[config.mk]
export PLATFORM = sky130hd
export DESIGN_NAME = pgss_queue
export DESIGN_NICKNAME = d
export VERILOG_FILES = /design/src/rtl/core/pgss_pkg.sv /design/src/rtl/core/pgss_queue.sv
export SDC_FILE = /design/constraint.sdc
export NUM_CORES = 1
export LEC_CHECK = 0
export CORE_ASPECT_RATIO = 1.4
export CORE_MARGIN = 2
export CORE_UTILIZATION = 61
export CTS_CLUSTER_SIZE = 20
export DETAILED_ROUTE_END_ITERATION = 8
export DONT_BUFFER_PORTS = 1
export PLACE_DENSITY = 0.77
export RECOVER_POWER = 100
export REMOVE_ABC_BUFFERS = 1
export SETUP_SLACK_MARGIN = 0.3
export SLEW_MARGIN = 5
export SYNTH_ARGS = -nofsm -noshare
export SYNTH_HDL_FRONTEND = slang
export SYNTH_SLANG_ARGS = --single-unit
[constraint.sdc]
create_clock -name clk -period 2.65 [get_ports clk]
set_clock_uncertainty 0.1 [all_clocks]
set_input_delay 0.3975 -clock clk [delete_from_list [all_inputs] [get_ports clk]]
set_output_delay 0.3975 -clock clk [all_outputs]
set_load 0.005 [all_outputs]
[src/rtl/core/pgss_pkg.sv]
`default_nettype none

package pgss_pkg;

  // field widths fixed by the interface
  localparam int CMD_W   = 2;
  localparam int COORD_W = 16;
  localparam int DATA_W  = 32;
  localparam int CFG_W   = 7;
  localparam int CFG_IDX_W = 1;

  // default lattice bounds
  localparam int MAX_WIDTH_DEF  = 64;
  localparam int MAX_HEIGHT_DEF = 64;

  // size register value after reset
  localparam logic [CFG_W-1:0] GRID_SIZE_RESET = 7'd64;

  // configuration register indexes
  localparam logic [CFG_IDX_W-1:0] REG_GRID_WIDTH  = 1'd0;
  localparam logic [CFG_IDX_W-1:0] REG_GRID_HEIGHT = 1'd1;

  // request commands
  localparam logic [CMD_W-1:0] CMD_READ  = 2'd0;
  localparam logic [CMD_W-1:0] CMD_WRITE = 2'd1;
  localparam logic [CMD_W-1:0] CMD_ADD   = 2'd2;

  // neighborhood layout, row by row
  localparam int NB_COUNT  = 9;
  localparam int NB_CENTER = 4;
  localparam int NB_SIDE   = 3;

endpackage

`default_nettype wire

[src/rtl/core/pgss_queue.sv]
`default_nettype none

// Two-entry request queue between front and back.
module pgss_queue
  import pgss_pkg::*;
#(
  parameter int DW = CMD_W + DATA_W
) (
  input  wire           clk,
  input  wire           rst,
  input  wire           push,
  input  wire [DW-1:0]  push_data,
  output logic          full,
  input  wire           pop,
  output logic [DW-1:0] pop_data,
  output logic          empty
);

  localparam int DEPTH = 2;
  localparam int PW    = $clog2(DEPTH);

  logic [DW-1:0] slots [DEPTH];
  logic [PW-1:0] wr_ptr, rd_ptr;
  logic [PW:0]   count;

  assign full     = (count == (PW+1)'(DEPTH));
  assign empty    = (count == '0);
  assign pop_data = slots[rd_ptr];

  always_ff @(posedge clk) begin
    if (push) begin
      slots[wr_ptr] <= push_data;
    end
  end

  always_ff @(posedge clk) begin
    if (rst) begin
      wr_ptr <= '0;
      rd_ptr <= '0;
      count  <= '0;
    end else begin
      if (push) wr_ptr <= wr_ptr + PW'(1);
      if (pop)  rd_ptr <= rd_ptr + PW'(1);
      priority if (push && !pop) begin
        count <= count + (PW+1)'(1);
      end else if (pop && !push) begin
        count <= count - (PW+1)'(1);
      end
    end
  end

endmodule

`default_nettype wire

==> metrics.md <==
| Metric | Value |
|---|---|
| Status | finished, violations left |
| Failing checks | capacitance limit, slew limit |
| CP required | 2.48 ns |
| Overall Power | 2190 uW |
| Commonest non-fill, non-tap cell in the layout | edfxtp_1 |
| Critical R2R Capture | slots[1][4]$_DFFE_PP_ |
| Grt ovf | 0 |
| Synth Register Bits | 73 |
| # fillers | 279 |
| Setup crit end | slots[1][4]$_DFFE_PP_ |
| Via count | 1130 |
| Mux share of post-synthesis cell area | 14.4% |
| Vias per cell | 5.98 |
| Seq/Total Area, Yosys | 80.5% |
| CTS tree | built |
| Wire per inst | 21.0 um |
| Initial antenna violation count | 0 |
| Total wire length | 3970 um |
| Slew headroom | -2.60% |
| Crit end category | flop |
| Synth Instances | 128 |
| R2R Path Start | wr_ptr$_SDFFE_PP0P_ |
| Cell Area, Synth | 2660 um2 |
| Post-DP HPWL | 2690 um |
| Post-synthesis xor/xnor area fraction | 1.32% |
| CTS Root Cell | clkbuf_8 |
| Slowest Stage Delay on Critical Path | 1.20 ns |
| Maximum fanout along the worst path | 34 |
| Worst hold slack | 0.0315 ns |
| Hold crit path type | input pin to flop |
| Worst Max-Slew Pin Slew | 1.54 ns |
| Post-Synth Adder-Cell Area | 0.470% |
| Detail Route Antenna Nets | 0 |
| F_max | 0.476 GHz |
| Die Span X | 59.8 um |
| Setup slack after layout | 0.548 ns |
| Post-CTS Repair Setup Buffers | 0 |
| Total GRT Usage | 16.5% |
| Largest family of logic cells by synthesized area | multiplexers |
| Area Growth Syn to Fin | 7.86% |
| Synth Area in Compound Gates | 0.376% |
| Residual DRC | 0 |
| R2R Setup Slk | 0.55 ns |
| Worst-Skew Late Latency | 0.32 ns |
| Max-slew violations | 35 |
| Cell count along the critical path | 1 |
| CP bufs+invs | 0 |
| Simple-Gate Fraction of Synth Area | 1.74% |
| Pre-antenna DRT Iters | 4 |
| HP Start | rst |
| First-pass GRT wire length | 5480 um |
| Pwr/cell area | 765 nW/um2 |
| Post-CTS sizing | 0 |
| Starting Density | 63.3% |
| Worst-path clk slew | 0.06 ns |
| Die area | 4910 um2 |
| CP max stage cell | and2_1 |
| Final period demand of the worst path | 2.10 ns |
| First DRT Iteration DRCs | 44 |
| Most frequent cells in the layout | edfxtp_1, mux2_1, mux2_2, clkbuf_8 |
| CP Class | flop to flop |
| Die height | 82.1 um |
| PortBufs | 0 |
| Max Cap Viol | 1 |
| Crit. Startpoint | wr_ptr$_SDFFE_PP0P_ |
| Fin crit share | 79.3% |
| Cell chain of the critical path | and2_1 |
| Yosys warns | 0 |
| R2r worst-path depth | 1 |
| Worst path arrival time | 1.93 ns |
| RePlAce Congestion | 0.666 |
| Antenna diode count | 0 |
| Number of global-route vias before repair | 1179 |
| Worst vdd ir | 430 uV |
| CTS Hold Buffers Added | 0 |
| Largest net degree at the start of global routing | 35 |
| Finished Core Util | 68.2% |
| Cell variety after synth | 16 |
| Core Region | 4200 um2 |
| Syn avg cell area | 20.8 um2 |
| Count of final hold-check violations | 0 |
| Cell class contributing the biggest share of worst-path delay | simple AND/OR/NAND/NOR gates |
| Clk buf depth | 2 |
| Nets | 178 |
| Row count | 28 |
| Final-report setup violation count | 0 |
| Share of cells above drive strength 1 | 18.1% |
| Clock sinks | 73 |
| DP Worst Slack | 1.02 ns |
| Crit path launch type | flop |
| H-tree Lvls | 3 |
| CTS Buf Count | 9 |
| Setup TNS | 0 ns |
| Unrepaired setup endpoints after global routing | false |
| Leakage | 0.000962 uW |
| Io pins | 74 |
==> power breakdown <==
group	internal, uW	total (uW)	switching, uW
combinational	65.0	159	93.5
sequential	1340	1370	22.3
clock	323	671	347
total	1730	2190	463
==> per-stage QoR <==
stage | instance area, um2 | cells
finish | 2870 | 189
global route | 2870 | 189
CTS | 2880 | 189
detailed placement | 2730 | 173
global placement | 2730 | 173
floorplan | 2630 | 124
==> synth_stat cells <==
cell / instances / share of area (%)
inv_1: 1 / 0.14
or3_1: 1 / 0.24
a21oi_1: 1 / 0.19
mux2_2: 34 / 14
nor2b_1: 1 / 0.24
and2b_2: 1 / 0.33
xnor2_1: 2 / 0.66
o21ai_0: 1 / 0.19
edfxtp_1: 68 / 77
xor2_1: 2 / 0.66
buf_4: 3 / 0.85
nor2_1: 5 / 0.71
ha_1: 1 / 0.47
dfxtp_1: 5 / 3.8
and2_1: 1 / 0.24
buf_2: 1 / 0.19
==> cell type report <==
type                            count  area [um2]  share of cell area [%]
Tap cell                           45        56.3                    1.96
Timing Repair Buffer                4        20.0                   0.698
Clock buffer                       10         128                    4.45
Clock inverter                      6        25.0                   0.872
Inverter                            1        3.75                   0.131
Multi-Input combinational cell     50         494                    17.2
Sequential cell                    73        2140                    74.7
==> worst min-delay path by stage <==
stage | end | slack (ns) | cells past startpoint
5_1_grt | wr_ptr$_SDFFE_PP0P_ | 0.02 | 1
3_3_place_gp | count[1]$_SDFFE_PP0P_ | 0.37 | 1
2_1_floorplan | count[1]$_SDFFE_PP0P_ | 0.36 | 2
3_5_place_dp | count[1]$_SDFFE_PP0P_ | 0.37 | 1
6_report | count[1]$_SDFFE_PP0P_ | 0.03 | 1
4_1_cts | count[1]$_SDFFE_PP0P_ | 0.01 | 1
==> flip-flops by register name, summed over array words and instances (netlist names), named ones only <==
| signal | cells |
|---|---|
| wr_ptr | 1 |
| count | 2 |
| rd_ptr | 1 |
| slots | 68 |
==> logic make-up (layout without fill, tap and decap cells) <==
group / count (synthesis) / in the layout
compound gates: 2 / 2
simple gates: 9 / 9
flops: 73 / 73
fa+ha+maj: 1 / 1
buf+inv: 5 / 21
mux: 34 / 34
xor+xnor: 4 / 4
==> layer usage <==
layer / track usage, % / share of wire, % / vias to the layer above
met3: 8.26 / 10 / 7
li1: - / - / 512
met2: 27.4 / 54 / 54
met1: 16.6 / 33 / 557
met5: 0 / 0 / -
met4: 8.67 / 2.4 / 0
Note: power is estimated with default switching activity, not from simulation.
