--- config.mk ---
export PLATFORM = sky130hd
export DESIGN_NAME = pgss_front
export DESIGN_NICKNAME = d
export VERILOG_FILES = /design/src/rtl/core/pgss_pkg.sv /design/src/rtl/core/pgss_wrap.sv /design/src/rtl/core/pgss_front.sv
export SDC_FILE = /design/constraint.sdc
export NUM_CORES = 1
export LEC_CHECK = 0
export ABC_AREA = 1
export BUFFER_PORTS_ARGS = -buffer_cell sky130_fd_sc_hd__buf_2
export CORE_MARGIN = 1.5
export CORE_UTILIZATION = 30
export DETAILED_ROUTE_END_ITERATION = 8
export HOLD_SLACK_MARGIN = 0.08
export PLACE_DENSITY = 0.55
export REMOVE_ABC_BUFFERS = 1
export SYNTH_ARGS = -nofsm -noshare
export SYNTH_HDL_FRONTEND = slang
export SYNTH_SLANG_ARGS = --single-unit
--- constraint.sdc ---
create_clock -name clk -period 4.81 [get_ports clk]
set_input_delay 0.481 -clock clk [delete_from_list [all_inputs] [get_ports clk]]
set_output_delay 0.481 -clock clk [all_outputs]
set_load 0.005 [all_outputs]
--- src/rtl/core/pgss_pkg.sv ---
`default_nettype none

package pgss_pkg;

  // field widths fixed by the interface
  localparam int CMD_W   = 2;
  localparam int COORD_W = 16;
  localparam int DATA_W  = 32;
  localparam int CFG_W   = 7;
  localparam int CFG_IDX_W = 1;

  // default lattice bounds
  localparam int MAX_WIDTH_DEF  = 64;
  localparam int MAX_HEIGHT_DEF = 64;

  // size register value after reset
  localparam logic [CFG_W-1:0] GRID_SIZE_RESET = 7'd64;

  // configuration register indexes
  localparam logic [CFG_IDX_W-1:0] REG_GRID_WIDTH  = 1'd0;
  localparam logic [CFG_IDX_W-1:0] REG_GRID_HEIGHT = 1'd1;

  // request commands
  localparam logic [CMD_W-1:0] CMD_READ  = 2'd0;
  localparam logic [CMD_W-1:0] CMD_WRITE = 2'd1;
  localparam logic [CMD_W-1:0] CMD_ADD   = 2'd2;

  // neighborhood layout, row by row
  localparam int NB_COUNT  = 9;
  localparam int NB_CENTER = 4;
  localparam int NB_SIDE   = 3;

endpackage

`default_nettype wire

--- src/rtl/core/pgss_wrap.sv ---
`default_nettype none

// Iterative true-modulo of a signed coordinate by a size, two bits per cycle while step is high.
module pgss_wrap
  import pgss_pkg::*;
#(
  parameter int SIZE_MAX = MAX_WIDTH_DEF
) (
  input  wire                       clk,
  input  wire                       load,
  input  wire                       step,
  input  wire signed [COORD_W-1:0]  coord,
  input  wire [$clog2(SIZE_MAX+1)-1:0] size,
  output logic [((SIZE_MAX > 1) ? $clog2(SIZE_MAX) : 1)-1:0] pos
);

  localparam int SW = $clog2(SIZE_MAX + 1);
  localparam int XW = (SIZE_MAX > 1) ? $clog2(SIZE_MAX) : 1;

  logic [COORD_W-1:0] mag, mag_next;
  logic [SW-1:0]      rem, rem_next;
  logic               neg;

  always_comb begin
    logic [SW:0]        t;
    logic [SW-1:0]      r;
    logic [COORD_W-1:0] m;
    r = rem;
    m = mag;
    for (int i = 0; i < 2; i++) begin
      t = {r, m[COORD_W-1]};
      m = {m[COORD_W-2:0], 1'b0};
      if (t >= {1'b0, size}) begin
        t = t - {1'b0, size};
      end
      r = t[SW-1:0];
    end
    rem_next = r;
    mag_next = m;
  end

  always_ff @(posedge clk) begin
    if (load) begin
      neg <= coord[COORD_W-1];
      mag <= coord[COORD_W-1] ? COORD_W'(-coord) : COORD_W'(coord);
      rem <= '0;
    end else if (step) begin
      mag <= mag_next;
      rem <= rem_next;
    end
  end

  // negative operand with nonzero remainder folds back into range
  assign pos = (neg && rem != '0) ? XW'(size - rem) : XW'(rem);

endmodule

`default_nettype wire

--- src/rtl/core/pgss_front.sv ---
`default_nettype none

// Accepts requests, wraps the coordinate, forms neighbor columns and row bases.
module pgss_front
  import pgss_pkg::*;
#(
  parameter int MAX_WIDTH  = MAX_WIDTH_DEF,
  parameter int MAX_HEIGHT = MAX_HEIGHT_DEF,
  localparam int SWX = $clog2(MAX_WIDTH + 1),
  localparam int SWY = $clog2(MAX_HEIGHT + 1),
  localparam int XW  = (MAX_WIDTH > 1) ? $clog2(MAX_WIDTH) : 1,
  localparam int AW  = (MAX_WIDTH * MAX_HEIGHT > 1) ? $clog2(MAX_WIDTH * MAX_HEIGHT) : 1,
  localparam int DW  = CMD_W + DATA_W + NB_SIDE * (XW + AW)
) (
  input  wire                      clk,
  input  wire                      rst,
  input  wire                      start,
  output logic                     busy,
  input  wire [CMD_W-1:0]          cmd,
  input  wire signed [COORD_W-1:0] coord_x,
  input  wire signed [COORD_W-1:0] coord_y,
  input  wire signed [DATA_W-1:0]  value,
  input  wire [SWX-1:0]            w_eff,
  input  wire [SWY-1:0]            h_eff,
  output logic                     q_push,
  output logic [DW-1:0]            q_data,
  input  wire                      q_full
);

  localparam int YW      = (MAX_HEIGHT > 1) ? $clog2(MAX_HEIGHT) : 1;
  localparam int DIV_CYC = COORD_W / 2;
  localparam int CW      = (DIV_CYC > 1) ? $clog2(DIV_CYC) : 1;

  typedef enum logic [2:0] {F_IDLE, F_DIV, F_FIX, F_ROWS, F_PUSH} fstate_t;

  fstate_t              state;
  logic [CW-1:0]        cnt;
  logic [CMD_W-1:0]     cmd_q;
  logic [DATA_W-1:0]    val_q;
  logic [XW-1:0]        x0;
  logic [YW-1:0]        y0;
  logic [XW-1:0]        pos_x;
  logic [YW-1:0]        pos_y;
  logic [XW-1:0]        xm, xp;
  logic [YW-1:0]        ym, yp;
  logic [NB_SIDE-1:0][XW-1:0] ent_col;
  logic [NB_SIDE-1:0][AW-1:0] ent_row;
  logic                 load;
  logic                 step;

  assign busy = (state != F_IDLE);
  assign load = (state == F_IDLE) && start;
  assign step = (state == F_DIV);

  pgss_wrap #(.SIZE_MAX(MAX_WIDTH)) u_wrap_x (
    .clk   (clk),
    .load  (load),
    .step  (step),
    .coord (coord_x),
    .size  (w_eff),
    .pos   (pos_x)
  );

  pgss_wrap #(.SIZE_MAX(MAX_HEIGHT)) u_wrap_y (
    .clk   (clk),
    .load  (load),
    .step  (step),
    .coord (coord_y),
    .size  (h_eff),
    .pos   (pos_y)
  );

  // neighbors with periodic wrap at both edges
  always_comb begin
    xm = (x0 == '0) ? XW'(w_eff - SWX'(1)) : XW'(x0 - XW'(1));
    xp = (SWX'(x0) + SWX'(1) == w_eff) ? '0 : XW'(x0 + XW'(1));
    ym = (y0 == '0) ? YW'(h_eff - SWY'(1)) : YW'(y0 - YW'(1));
    yp = (SWY'(y0) + SWY'(1) == h_eff) ? '0 : YW'(y0 + YW'(1));
  end

  assign q_push = (state == F_PUSH) && !q_full;
  assign q_data = {cmd_q, val_q, ent_col, ent_row};

  always_ff @(posedge clk) begin
    if (rst) begin
      state <= F_IDLE;
      cnt   <= '0;
    end else begin
      unique case (state)
        F_IDLE: begin
          if (start) begin
            cmd_q <= cmd;
            val_q <= value;
            cnt   <= '0;
            state <= F_DIV;
          end
        end
        F_DIV: begin
          cnt <= cnt + CW'(1);
          if (cnt == CW'(DIV_CYC - 1)) begin
            state <= F_FIX;
          end
        end
        F_FIX: begin
          x0    <= pos_x;
          y0    <= pos_y;
          state <= F_ROWS;
        end
        F_ROWS: begin
          ent_col[0] <= xm;
          ent_col[1] <= x0;
          ent_col[2] <= xp;
          ent_row[0] <= AW'(AW'(ym) * AW'(w_eff));
          ent_row[1] <= AW'(AW'(y0) * AW'(w_eff));
          ent_row[2] <= AW'(AW'(yp) * AW'(w_eff));
          state      <= F_PUSH;
        end
        F_PUSH: begin
          if (!q_full) begin
            state <= F_IDLE;
          end
        end
        default: state <= F_IDLE;
      endcase
    end
  end

endmodule

`default_nettype wire

==> reports/metrics.yaml, run 1 <==
outcome:
  status: "finished clean"
pwr:
  ir_worst_vdd_v: 0.000296
  power_switching_mw: 2.62
  finalPower_mw: 6.24
  p_clk_frac: 0.229
  pwr-share-comb: 0.481
  leakage_nw: 7.39
  swShare: 0.419
  seq_power_share: 0.289
  p_per_area_mw_per_mm2: 413
  p_int_mw: 3.63
timing:
  relSlewSlack: 0.491
  setup-tns-final_ns: 0
  final-max-slew-violation-count: 0
  min_period_ns: 4.71
  setup_viol: 0
  worst_slew_pin_slew_ns: 0.763
  grt_setup_unrepaired: "yes"
  hold_ws_ns: 0.184
  hold_viol: 0
  finalClockSkew_ns: 0.0178
  fmax_mhz: 212
  post-route-period-util: 0.979
cts:
  cts_tree: "built"
  cts_buffer_depth: 2
  cts.sinks: 154
  cts_buffers: 17
  cts_hold_buf: 0
  clk_pin_slew_ns: 0.08
  htreeDepth: 4
  insertion_delay_ns: 0.47
  root_buffer: "clkbuf_16"
die:
  die_h_um: 206
  core_area_mm2: 0.0407
  die-area_mm2: 0.0424
  boundaryPins: 174
  fp-row-count: 74
  initial_core_util: 0.303
  die_x_um: 206
worst_setup_path:
  cp_max_fo: 4
  crit_family: "adder cells"
  start_kind: "flop"
  path_buf_inv: 4
  crit_top_cell: "inv_2"
  worstPathCellList: "inv_2 -> ha_4 -> inv_2 -> nor2_4 -> nand3_4 -> o21ai_2 -> ha_2 -> nand2_2 -> nor2_4 -> xor2_4 -> nor2_2 -> fa_1 -> inv_2 -> fa_1 -> fa_1 -> inv_2 -> ha_4 -> a21oi_2 -> nand2_2 -> nand4_1 -> nand3_2 -> xnor2_1 -> nand3b_1 -> nand2_1"
  worstSetupPathType: "flop to flop"
  required_ns: 5.03
  critPathArrivalTime_ns: 4.93
  end_kind: "flop"
  crit_slowest_cell: "fa_1"
  slowest_delay_ns: 0.56
finish:
  area_delta_synth_final_pct: 22.4
  num-nets-final: 1923
  final_util: 0.371
  drive_gt1_frac: 0.218
  fin_cells: 2211
yosys:
  ys_types: 50
  synth_warnings: 0
  ys_async_sr_fraction: 0
  synth_edf_count: 134
  ys_seq_area_frac: 0.358
  syn-instance-count: 1436
  avgSynthCellArea_um2: 8.61
  yosys.area.top_type_share: 0.326
  synth_area_leader_cell: "edfxtp_1"
  synth_area_mm2: 0.0124
  synth_common_cells: "nand2_1, inv_1, edfxtp_1, nor2_1, ha_1"
  ys_ff_latch: 154
  synthTopCellsByArea: "edfxtp_1, ha_1, fa_1, nand2_1, inv_1"
  yosysMostFrequentCell: "nand2_1"
  synthFlopType: "edfxtp_1"
drt:
  drt-pass1-iter-count: 5
  drt_iter0_drc: 505
  vias: 10164
  drc: 0
  drt_wl_total_mm: 30.3
  drtAntennaViolNets: 0
  wl_per_cell_um: 13.7
  via_per_inst: 4.60
grt:
  overflow: 0
  grt_max_degree: 56
  grt_pass1_wl_mm: 47.9
  grt_usage: 0.144
  grt_pass1_vias: 9806
  antenna_found_initial: 2
placement:
  port_buffers: 173
  hpwl_mm: 23.5
  gp_congestion: 0.893
  placedCellCount: 2162
worst_hold_path:
  hold_class: "input pin to flop"
flow_run:
  maxCapViolCount: 0
state kept, by name, summed over array words and instances (netlist names), 2 cells and up:
signal / cells
y0: 6
cnt: 3
q_data: 54
state: 3
cmd_q: 2
u_wrap_x.mag: 16
u_wrap_y.rem: 7
x0: 6
u_wrap_y.mag: 16
val_q: 32
u_wrap_x.rem: 7
repair_timing:
item                                    CTS  global route
endpoints found under the setup margin    5            12
pin swaps                                 1            43
gates resized for setup                   3            57
hold endpoints to repair                  0             0
setup buffers                             2            15
cells in the final DEF, fill, tap and decap left out, types with 15 or more instances in the layout:
cell	Yosys	final
buf_2	8	173
clkbuf_16	0	17
nor2_2	10	15
inv_2	8	16
nand2_1	341	331
ha_1	108	98
xor2_1	55	54
nand4_1	28	28
nor2_1	116	108
a21oi_1	48	45
xnor2_1	23	23
inv_1	230	223
edfxtp_1	134	134
o21ai_0	64	60
nand3_1	68	65
dfxtp_1	20	20
buf_4	3	65
fa_1	66	65
power by group through the flow:
| stage | registers (mW) | clock network, mW | logic [mW] |
|---|---|---|---|
| global route | 1.83 | 1.53 | 3.45 |
| global placement | 1.84 | 0 | 2.85 |
| floorplan | 1.80 | 0 | 2.19 |
| detailed placement | 1.84 | 0 | 2.89 |
| CTS | 1.81 | 1.49 | 2.92 |
| finish | 1.81 | 1.43 | 3.01 |
path summary, 6_finish.rpt:
| check | from | endpoint | slack (ns) | depth (start not counted) |
|---|---|---|---|---|
| setup / recovery | y0[1] | q_data[11] | 0.1 | 24 |
| hold / removal | value[1] | val_q[1] | 0.18 | 1 |
| setup reg to reg | y0[1] | q_data[11] | 0.1 | 24 |
| hold reg to reg | cnt[0] | cnt[0] | 0.47 | 1 |
logic make-up (layout without fill, tap and decap cells):
logic type      after synthesis  after routing  share of synthesized area
simple gates                607            607                      0.213
buf+inv                     272            514                     0.0864
fa+ha+maj                   174            174                      0.216
flops                       154            154                      0.358
compound gates              149            149                     0.0688
xor+xnor                     80             80                     0.0579
other cells                   0              1                          0
metal layers:
layer / part of all wire / up-vias / track usage
met3: 0.044 / 46 / 0.0341
li1: - / 5121 / -
met4: 0.026 / 2 / 0.0525
met2: 0.48 / 204 / 0.239
met5: 0.00026 / - / 0
met1: 0.45 / 4791 / 0.183
area by class of cell:
| type | count | area [µm²] |
|---|---|---|
| timing repair buffer | 240 | 1380 |
| inverter | 242 | 911 |
| tap | 532 | 666 |
| antenna | 1 | 2.50 |
| fill | 4197 | 25600 |
| multi-input combinational | 1010 | 7120 |
| sequential | 154 | 4420 |
| clock inverter | 15 | 201 |
| clock buffer | 17 | 425 |
through the flow:
step,area [µm²],worst slack [ns]
after global placement,14100,0.0323
after CTS,14800,0.000337
after global routing,15100,-0.107
after floorplan,12200,-0.149
after detailed placement,14100,-0.0802
final,15100,0.100
Power figures use the tool's default switching activity.
==> inputs of run 2 (changes only) <==
--- a/config.mk
+++ b/config.mk
@@ -8,10 +8,10 @@
 export ABC_AREA = 1
 export BUFFER_PORTS_ARGS = -buffer_cell sky130_fd_sc_hd__buf_2
 export CORE_MARGIN = 1.5
-export CORE_UTILIZATION = 30
+export CORE_UTILIZATION = 41
 export DETAILED_ROUTE_END_ITERATION = 8
 export HOLD_SLACK_MARGIN = 0.08
-export PLACE_DENSITY = 0.55
+export PLACE_DENSITY = 0.69
 export REMOVE_ABC_BUFFERS = 1
 export SYNTH_ARGS = -nofsm -noshare
 export SYNTH_HDL_FRONTEND = slang
==> reports/metrics.yaml, run 2 (same netlist as run 1, synthesis figures left out) <==
finish:
  final_cell_mix: "nand2_1, inv_1, buf_2"  # unchanged
  num-nets-final: 1917  # was 1,923
  area_delta_synth_final_pct: 21.1  # was 22.4%
  fin_cells: 2065  # was 2,211
  final_common_cell: "nand2_1"  # unchanged
  fin_area_mm2: 0.0150  # was 0.0151 mm²
  nFillCells: 2826  # was 4,197
  multi_input_area_mm2: 0.00718  # was 0.00712 mm²
  drive_gt1_frac: 0.215  # was 0.218
  largest_register_ffs: 54  # unchanged
  seqCellArea_mm2: 0.00442  # unchanged
timing:
  worst_slew_pin_slew_ns: 0.753  # was 0.763 ns
  min_period_ns: 4.67  # was 4.71 ns
  finalClockSkew_ns: 0.0117  # was 0.0178 ns
  hold_viol: 0  # unchanged
  relSlewSlack: 0.497  # was 0.491
  fmax_mhz: 214  # was 212 MHz
  final-max-slew-violation-count: 0  # unchanged
  hold_ws_ns: 0.214  # was 0.184 ns
  setup_viol: 0  # unchanged
  grt_setup_unrepaired: "yes"  # unchanged
  post-route-period-util: 0.970  # was 0.979
pwr:
  power_switching_mw: 2.57  # was 2.62 mW
  p_clk_frac: 0.224  # was 0.229
  leakage_nw: 7.37  # was 7.39 nW
  seq_power_share: 0.292  # was 0.289
  p_int_mw: 3.62  # was 3.63 mW
  swShare: 0.415  # was 0.419
  ir_worst_vdd_v: 0.000215  # was 0.000296 V
  p_per_area_mw_per_mm2: 414  # was 413 mW/mm²
  pwr-share-comb: 0.484  # was 0.481
cts:
  root_buffer: "clkbuf_16"  # unchanged
  htreeDepth: 4  # unchanged
  cts_hold_buf: 0  # unchanged
  insertion_delay_ns: 0.44  # was 0.47 ns
  cts_buffer_depth: 2  # unchanged
  clk_pin_slew_ns: 0.08  # about the same
  cts_buffers: 17  # unchanged
  cts.sinks: 154  # unchanged
  cts_tree: "built"  # unchanged
drt:
  drt-pass1-iter-count: 5  # unchanged
  via_per_inst: 4.95  # was 4.60
  drc: 0  # unchanged
  wl_per_cell_um: 13.9  # was 13.7 µm
  drt_wl_total_mm: 28.7  # was 30.3 mm
  drtAntennaViolNets: 0  # unchanged
  vias: 10212  # was 10,164
  drt_iter0_drc: 531  # was 505
worst_setup_path:
  cp_max_fo: 4  # unchanged
  required_ns: 5.00  # was 5.03 ns
  critPathArrivalTime_ns: 4.86  # was 4.93 ns
  r2r_cells: 25  # was 24
  start_kind: "flop"  # unchanged
  end_kind: "flop"  # unchanged
  worstSetupPathType: "flop to flop"  # unchanged
die:
  boundaryPins: 174  # unchanged
  core_area_mm2: 0.0296  # was 0.0407 mm²
  die_x_um: 177  # was 206 µm
  die_h_um: 177  # was 206 µm
  fp-row-count: 63  # was 74
  initial_core_util: 0.417  # was 0.303
  die-area_mm2: 0.0312  # was 0.0424 mm²
grt:
  antenna_found_initial: 4  # was 2
  grt_max_degree: 56  # unchanged
  grt_pass1_wl_mm: 46.7  # was 47.9 mm
  grt_pass1_vias: 9906  # was 9,806
  overflow: 0  # unchanged
  grt_usage: 0.186  # was 0.144
worst_hold_path:
  hold_class: "input pin to flop"  # unchanged
  whs_path_depth: 1  # unchanged
placement:
  port_buffers: 173  # unchanged
  placedCellCount: 2022  # was 2,162
  gp_congestion: 0.893  # about the same
  placed_area_mm2: 0.0140  # was 0.0141 mm²
  hpwl_mm: 21.8  # was 23.5 mm
outcome:
  status: "finished clean"  # unchanged
flow_run:
  maxCapViolCount: 0  # unchanged
-- run 2: worst paths after layout --
path	from	endpoint	slack, ns
setup / recovery	y0[0]	q_data[11]	0.14
hold / removal	value[25]	val_q[25]	0.21
setup reg to reg	y0[0]	q_data[11]	0.14
hold reg to reg	cnt[0]	cnt[0]	0.47
-- run 2: area by class of cell --
cell class,count,share of cell area
diodes,3,0.000502
clock buffers,17,0.0284
clock inverters,15,0.0130
inverters,242,0.0610
multi-input cells,1011,0.480
flip-flops and latches,154,0.296
well taps,390,0.0326
repair buffers,233,0.0892
-- run 2: what timing repair did --
action / 4_1_cts / 5_1_grt
cloned: 0 / 1
setup endpoints to repair: 5 / 10
setup buffers: 0 / 7
gates resized for setup: 2 / 68
pin swaps: 1 / 38
-- run 2: power by group through the flow --
stage / Sequential, mW / Combinational, mW / Clock [mW]
after global placement: 1.83 / 2.79 / 0
after global routing: 1.83 / 3.44 / 1.47
after detailed placement: 1.84 / 2.87 / 0
after CTS: 1.81 / 2.89 / 1.42
after floorplan: 1.80 / 2.19 / 0
final: 1.81 / 3.00 / 1.39
-- run 2: critical path, cell delays in order (launching register included) --
cell and delay, ns:
edfxtp_1 0.45, inv_4 0.09, ha_4 0.13, inv_2 0.04, nor2_4 0.13, nand3_4 0.12, o21ai_4 0.22, ha_4 0.19
nand2_4 0.05, nor2_4 0.15, xor2_4 0.23, buf_6 0.14, inv_2 0.03, nand2_2 0.05, fa_1 0.44, fa_2 0.47
fa_1 0.53, inv_2 0.05, ha_4 0.28, nand3_2 0.08, nand2_2 0.07, nand4_1 0.09, nand3_2 0.11, xnor2_2 0.12
nand3b_1 0.12, nand2_1 0.05
-- run 2: stage by stage --
stage	worst slack, ns	power [mW]	setup TNS (ns)	utilization
floorplan	-0.149	4.00	-0.188	-
detailed placement	-0.0193	4.70	-0.0381	0.471
CTS	0.0170	6.12	0	0.492
finish	0.145	6.19	0	0.505
global placement	0.0699	4.62	0	0.471
global route	-0.109	6.74	-0.248	0.505
-- run 2: metal layers --
layer / wire length (µm) / share of wire / global-route usage
met1: 12600 / 0.44 / 0.236
met2: 14200 / 0.50 / 0.326
met3: 1440 / 0.050 / 0.0340
met4: 372 / 0.013 / 0.0452
met5: 13 / 0.00045 / 0
